==> config.mk <==
export PLATFORM = sky130hd
export DESIGN_NAME = command_to_can_frame_segmenter
export DESIGN_NICKNAME = d
export VERILOG_FILES = /design/src/design/cfs_pkg.sv /design/src/design/cfs_skid.sv /design/src/design/command_to_can_frame_segmenter.sv
export SDC_FILE = /design/constraint.sdc
export NUM_CORES = 1
export LEC_CHECK = 0
export ABC_AREA = 1
export BUFFER_PORTS_ARGS = -buffer_cell sky130_fd_sc_hd__buf_2
export CAP_MARGIN = 5
export CORE_ASPECT_RATIO = 0.75
export CORE_MARGIN = 2
export CORE_UTILIZATION = 55
export CTS_BUF_LIST = sky130_fd_sc_hd__clkbuf_2
export CTS_CLUSTER_DIAMETER = 80
export DETAILED_ROUTE_END_ITERATION = 12
export PLACE_DENSITY = 0.82
export SYNTH_ARGS = -nofsm -noshare
export SYNTH_HDL_FRONTEND = slang
export SYNTH_SLANG_ARGS = --single-unit
==> constraint.sdc <==
create_clock -name clk -period 8.7 [get_ports clk]
set_input_delay 0.87 -clock clk [delete_from_list [all_inputs] [get_ports clk]]
set_output_delay 0.87 -clock clk [all_outputs]
set_load 0.1 [all_outputs]
==> src/design/cfs_pkg.sv <==
`default_nettype none
// ----------------------------------------------------------------------------
// cfs_pkg
// Types and constants shared by the command-to-CAN-frame segmenter.
// ----------------------------------------------------------------------------
package cfs_pkg;

  localparam int FRAME_PAYLOAD_DEF = 7;
  localparam int STORE_DEPTH       = 7;

  typedef enum logic [1:0] {
    PH_ADDR    = 2'd0,
    PH_FUNC    = 2'd1,
    PH_PAYLOAD = 2'd2
  } cfs_phase_t;

  typedef struct packed {
    logic [7:0] cmd_byte;
    logic       last_byte;
  } cfs_in_t;

  typedef struct packed {
    logic [15:0] frame_id;
    logic [3:0]  frame_len;
    logic [7:0]  data_0;
    logic [7:0]  data_1;
    logic [7:0]  data_2;
    logic [7:0]  data_3;
    logic [7:0]  data_4;
    logic [7:0]  data_5;
    logic [7:0]  data_6;
    logic [7:0]  data_7;
    logic        final_frame;
    logic        status;
  } cfs_out_t;

endpackage
`default_nettype wire

==> src/design/cfs_skid.sv <==
`default_nettype none
// ----------------------------------------------------------------------------
// cfs_skid
// Two-entry output stage: result register plus skid register, so the upstream
// side keeps taking requests while a frame waits, until the skid entry fills.
// ----------------------------------------------------------------------------
module cfs_skid
  import cfs_pkg::*;
(
  input  wire logic     clk,
  input  wire logic     rst,
  input  wire logic     push,
  input  wire cfs_out_t push_data,
  output logic          room,
  output logic          frame_valid,
  input  wire logic     frame_ready,
  output cfs_out_t      frame
);

  logic     main_v;
  logic     skid_v;
  cfs_out_t main;
  cfs_out_t skid;

  assign room        = !skid_v;
  assign frame_valid = main_v;
  assign frame       = main;

  always_ff @(posedge clk) begin
    if (rst) begin
      main_v <= 1'b0;
      skid_v <= 1'b0;
    end else begin
      if (frame_ready || !main_v) begin
        if (skid_v) begin
          main_v <= 1'b1;
          skid_v <= 1'b0;
        end else begin
          main_v <= push;
        end
      end else if (push) begin
        skid_v <= 1'b1;
      end
    end
  end

  always_ff @(posedge clk) begin
    if (frame_ready || !main_v) begin
      main <= skid_v ? skid : push_data;
    end else if (push) begin
      skid <= push_data;
    end
  end

  a_skid_needs_main: assert property (@(posedge clk) disable iff (rst)
    skid_v |-> main_v) else $error("skid entry without result entry");

  a_held_frame: assert property (@(posedge clk) disable iff (rst)
    main_v && !frame_ready |=> main_v && $stable(main))
    else $error("stalled frame changed");

  a_held_skid: assert property (@(posedge clk) disable iff (rst)
    skid_v && !frame_ready |=> skid_v && $stable(skid))
    else $error("skid entry lost");

endmodule
`default_nettype wire

==> src/design/command_to_can_frame_segmenter.sv <==
`default_nettype none
// ----------------------------------------------------------------------------
// command_to_can_frame_segmenter
// Splits a byte-wise motor command into CAN extended frames.
// ----------------------------------------------------------------------------
// Throughput: one command byte per cycle; the input stalls only when both
//   output entries are full.
// Output: a frame is decided when the request that completes it (buffer fill
//   or last byte) is accepted, then registered in the result or skid entry.
// Reset: clears phase, fill count, packet counter and output valids; the
//   payload buffer is not cleared, unused entries are masked by the fill count.
module command_to_can_frame_segmenter
  import cfs_pkg::*;
#(
  parameter int FRAME_PAYLOAD = FRAME_PAYLOAD_DEF
) (
  input  wire logic     clk,
  input  wire logic     rst,
  input  wire logic     cmd_valid,
  output logic          cmd_ready,
  input  wire cfs_in_t  cmd,
  output logic          frame_valid,
  input  wire logic     frame_ready,
  output cfs_out_t      frame
);

  localparam logic [2:0] FULL = 3'(FRAME_PAYLOAD);

  cfs_phase_t  phase;
  cfs_phase_t  phase_next;
  logic [7:0]  target_address;
  logic [7:0]  function_code;
  logic [2:0]  payload_fill;
  logic [7:0]  packet_counter;
  logic [7:0]  payload_store [STORE_DEPTH];

  logic        accept;
  logic        res_valid;
  cfs_out_t    res;
  logic [2:0]  fill_new;
  logic        emit;
  logic [7:0]  store_next [STORE_DEPTH];
  logic [7:0]  data [STORE_DEPTH];

  assign accept   = cmd_valid && cmd_ready;
  assign fill_new = payload_fill + 3'd1;
  assign emit     = (fill_new >= FULL) || cmd.last_byte;

  always_comb begin
    for (int k = 0; k < STORE_DEPTH; k++) begin
      store_next[k] = (3'(k) == payload_fill) ? cmd.cmd_byte : payload_store[k];
      data[k]       = (3'(k) < fill_new) ? store_next[k] : 8'd0;
    end
  end

  always_comb begin
    unique case (phase)
      PH_FUNC:    phase_next = cmd.last_byte ? PH_ADDR : PH_PAYLOAD;
      PH_PAYLOAD: phase_next = cmd.last_byte ? PH_ADDR : PH_PAYLOAD;
      default:    phase_next = cmd.last_byte ? PH_ADDR : PH_FUNC;
    endcase
  end

  always_comb begin
    res             = '0;
    res_valid       = 1'b0;
    res.final_frame = 1'b1;
    res.status      = 1'b1;
    unique case (phase)
      PH_PAYLOAD: begin
        res_valid       = emit;
        res.frame_id    = {target_address, packet_counter};
        res.frame_len   = {1'b0, fill_new} + 4'd1;
        res.data_0      = function_code;
        res.data_1      = data[0];
        res.data_2      = data[1];
        res.data_3      = data[2];
        res.data_4      = data[3];
        res.data_5      = data[4];
        res.data_6      = data[5];
        res.data_7      = data[6];
        res.final_frame = cmd.last_byte;
        res.status      = 1'b0;
      end
      default: res_valid = cmd.last_byte;
    endcase
  end

  always_ff @(posedge clk) begin
    if (rst) begin
      phase          <= PH_ADDR;
      target_address <= 8'd0;
      function_code  <= 8'd0;
      payload_fill   <= 3'd0;
      packet_counter <= 8'd0;
    end else if (accept) begin
      phase <= phase_next;
      unique case (phase)
        PH_FUNC: begin
          function_code  <= cmd.cmd_byte;
          payload_fill   <= 3'd0;
          packet_counter <= 8'd0;
        end
        PH_PAYLOAD: begin
          if (cmd.last_byte) begin
            payload_fill   <= 3'd0;
            packet_counter <= 8'd0;
          end else if (emit) begin
            payload_fill   <= 3'd0;
            packet_counter <= packet_counter + 8'd1;
          end else begin
            payload_fill   <= fill_new;
          end
        end
        default: begin
          target_address <= cmd.cmd_byte;
          payload_fill   <= 3'd0;
          packet_counter <= 8'd0;
        end
      endcase
    end
  end

  always_ff @(posedge clk) begin
    if (accept && phase == PH_PAYLOAD) begin
      for (int k = 0; k < STORE_DEPTH; k++) begin
        payload_store[k] <= store_next[k];
      end
    end
  end

  cfs_skid u_skid (
    .clk         (clk),
    .rst         (rst),
    .push        (accept && res_valid),
    .push_data   (res),
    .room        (cmd_ready),
    .frame_valid (frame_valid),
    .frame_ready (frame_ready),
    .frame       (frame)
  );

  a_error_shape: assert property (@(posedge clk) disable iff (rst)
    accept && res_valid && res.status |-> res.final_frame && res.frame_len == 4'd0)
    else $error("error result not cleared");

  a_frame_len: assert property (@(posedge clk) disable iff (rst)
    accept && res_valid && !res.status |-> res.frame_len >= 4'd2)
    else $error("frame without payload");

  a_fill_bound: assert property (@(posedge clk) disable iff (rst)
    payload_fill < FULL) else $error("payload fill overran frame size");

  a_counter_start: assert property (@(posedge clk) disable iff (rst)
    phase == PH_FUNC |-> packet_counter == 8'd0 && payload_fill == 3'd0)
    else $error("counters not cleared at command start");

endmodule
`default_nettype wire

==> results.toml <==
[pwr]
vdd_drop_max_uv = 96.3
p_leak_nw = 5.52
power.density_nw_per_um2 = 196
finalPower_mw = 2.33

[synth]
synth_area_leader_cell = "edfxtp_1"
async_reset_ff_frac = 0
synth_edf_count = 228
syn_inst = 986
synth_area_per_cell_um2 = 10.8
seq_area_frac_synth = 0.699
synth_warnings = 0
synth.top_cells.by_area = "edfxtp_1 (64%), nand2_1 (11%), dfxtp_1 (5.8%)"
synth_nets = 1008
synthTopCellsByCount = "nand2_1 (324), edfxtp_1 (228), inv_1 (125), nor2_1 (75), o21ai_0 (50)"
synth-seq-cells = 259
netlist_area_um2 = 10700
yosysMostFrequentCell = "nand2_1"
synthFlopType = "edfxtp_1"
synth_top_area_share = 0.641
ys_types = 24

[min_path]
hold_path.class = "in -> reg"
holdPathStages = 3

[clock_tree]
postCtsSetupBuffers = 0
clkLatencyLatePin_ps = 820
cts_tree = "built"
cts-htree-levels = 2
clockBufferDepth = 3
cts_buffers = 58
cts-root-buf = "clkbuf_2"
clk_pin_slew_worst_paths_ps = 110
hold_buffers = 0
cts_resized = 0
cts_sinks = 259

[die]
fp.dieH_um = 125
die_area_um2 = 20600
dieWidth_um = 165
rows = 44
ios = 101
initial_utilization = 0.556
placeableCoreArea_um2 = 19200

[grt]
grt.overflow.total = 0
grt_pass1_wl_um = 33600
grt_start_max_net_pins = 87
busiest_layer = "met1"
grt_pass1_vias = 6781
grt_usage = 0.209
grt_use_met2 = 0.310
use_met1 = 0.312
antenna_found_initial = 1
met3_usage = 0.0460

[timing]
finClkSkew_ps = 41.0
max_freq_mhz = 267
setup_viol = 0
period_share = 0.430
whs_ps = 319
period_needed_ps = 3740
grt_setup_unrepaired = "no"
worst_slew_pin_slew_ps = 1090
slew_headroom = 0.273
setup_slack_ps = 4960
drv_slew = 0
setup_tns_ps = 0
hold_viol_final = 0

[routing]
dr.pass1.iters = 5
routed_wl_um = 20600
avgViaCountPerCell = 5.04
drt-initial-drc-count = 713
wl_per_cell_um = 14.5
ant_nets = 0
num_vias = 7143
drc = 0

[layout]
final_area_um2 = 11900
final_util = 0.620
final_layout_size_suffix_gt1_frac = 0.187
fin_cells = 1417
areaGrowthSynthToFinish_pct = 11.6
fill_cells = 1487
layout.nets = 1138

[setup_path]
crit_required_ps = 9120
cp_top_family = "buffers and inverters"
max_stage_delay_ps = 870
slowest_stage = "ha_1"
cp-start-kind = "flip-flop"
crit_path_end_kind = "flip-flop"
critPathBufInv = 3
path_class = "reg -> reg"
worstPathArrival_ps = 4160
cp_max_fo = 57
crit_chain = "inv_1 -> ha_1 -> inv_2 -> nor2_4 -> nand2_1 -> a21oi_4 -> buf_4"
path_depth = 7
r2r_cells = 7

[run_status]
outcome = "completed"

[placed_design]
preCtsSetupSlack_ps = 4940
dp_hpwl_um = 12900
gp_congestion = 0.870
dp_cells = 1309
placed_cell_area_um2 = 11400
place.port_buffers = 100

[job]
drv_cap = 0
==> sequential cells by signal, indices dropped and copies added, names as in the netlist <==
name and flops:
phase 2, u_skid.frame_valid 1, packet_counter 8, payload_store 56
target_address 8, function_code 8, u_skid.frame 86, u_skid.skid_v 1
u_skid.skid 86, payload_fill 3
==> report_power, final <==
group          internal, mW  switching (mW)
sequential             1.37         0.00874
combinational        0.0303           0.181
clock                 0.295           0.452
==> cell families (layout without fill, tap and decap cells) <==
| group | count (synthesis) | in the layout | synth area share |
|---|---|---|---|
| and+or+nand+nor | 429 | 429 | 0.156 |
| DFF | 259 | 259 | 0.699 |
| buffers and inverters | 164 | 341 | 0.0627 |
| AOI/OAI and AO/OA | 125 | 125 | 0.0714 |
| adders and majority gates | 9 | 9 | 0.0105 |
| other | 0 | 1 | 0 |
==> worst min-delay path: cells and delay by family <==
kind                   cells  cell delay (ps)
and+or+nand+nor            1               70
buffers and inverters      1              110
AOI/OAI and AO/OA          1               60
==> placed cells by master (no fill, tap or decap), drive strengths merged <==
cell type	instances
nor2	81
edfxtp	228
o21bai	2
nand4	2
clkinv	20
a21oi	23
ha	9
buf	105
diode	1
dfxtp	31
bufinv	1
o21a	48
nand3	17
inv	129
o21ai	52
clkbuf	86
nand2	328
nor3	1
==> routing by layer <==
metal	vias up	wire length, µm
met5	-	0
met4	0	372
met3	39	1780
met2	320	8940
met1	3248	9460
li1	3536	-
==> final cells by class <==
type / instances / area, µm² / share of cell area
diodes: 1 / 2.50 / 0.000210
repair buffers: 105 / 538 / 0.0452
clock inverters: 21 / 109 / 0.00914
multi-input cells: 563 / 2560 / 0.215
well taps: 253 / 317 / 0.0266
flip-flops and latches: 259 / 7470 / 0.627
inverters: 129 / 485 / 0.0407
clock buffers: 86 / 430 / 0.0361
==> worst paths after layout <==
check                                     start                       endpoint  slack (ps)
hold / removal                           cmd[5]  function_code[4]$_SDFFE_PP0P_         320
setup reg to reg          phase[0]$_SDFFE_PP0P_      u_skid.skid[48]$_DFFE_PP_        4960
setup / recovery          phase[0]$_SDFFE_PP0P_      u_skid.skid[48]$_DFFE_PP_        4960
hold reg to reg   function_code[2]$_SDFFE_PP0P_  function_code[2]$_SDFFE_PP0P_         470
Power figures use the tool's default switching activity.
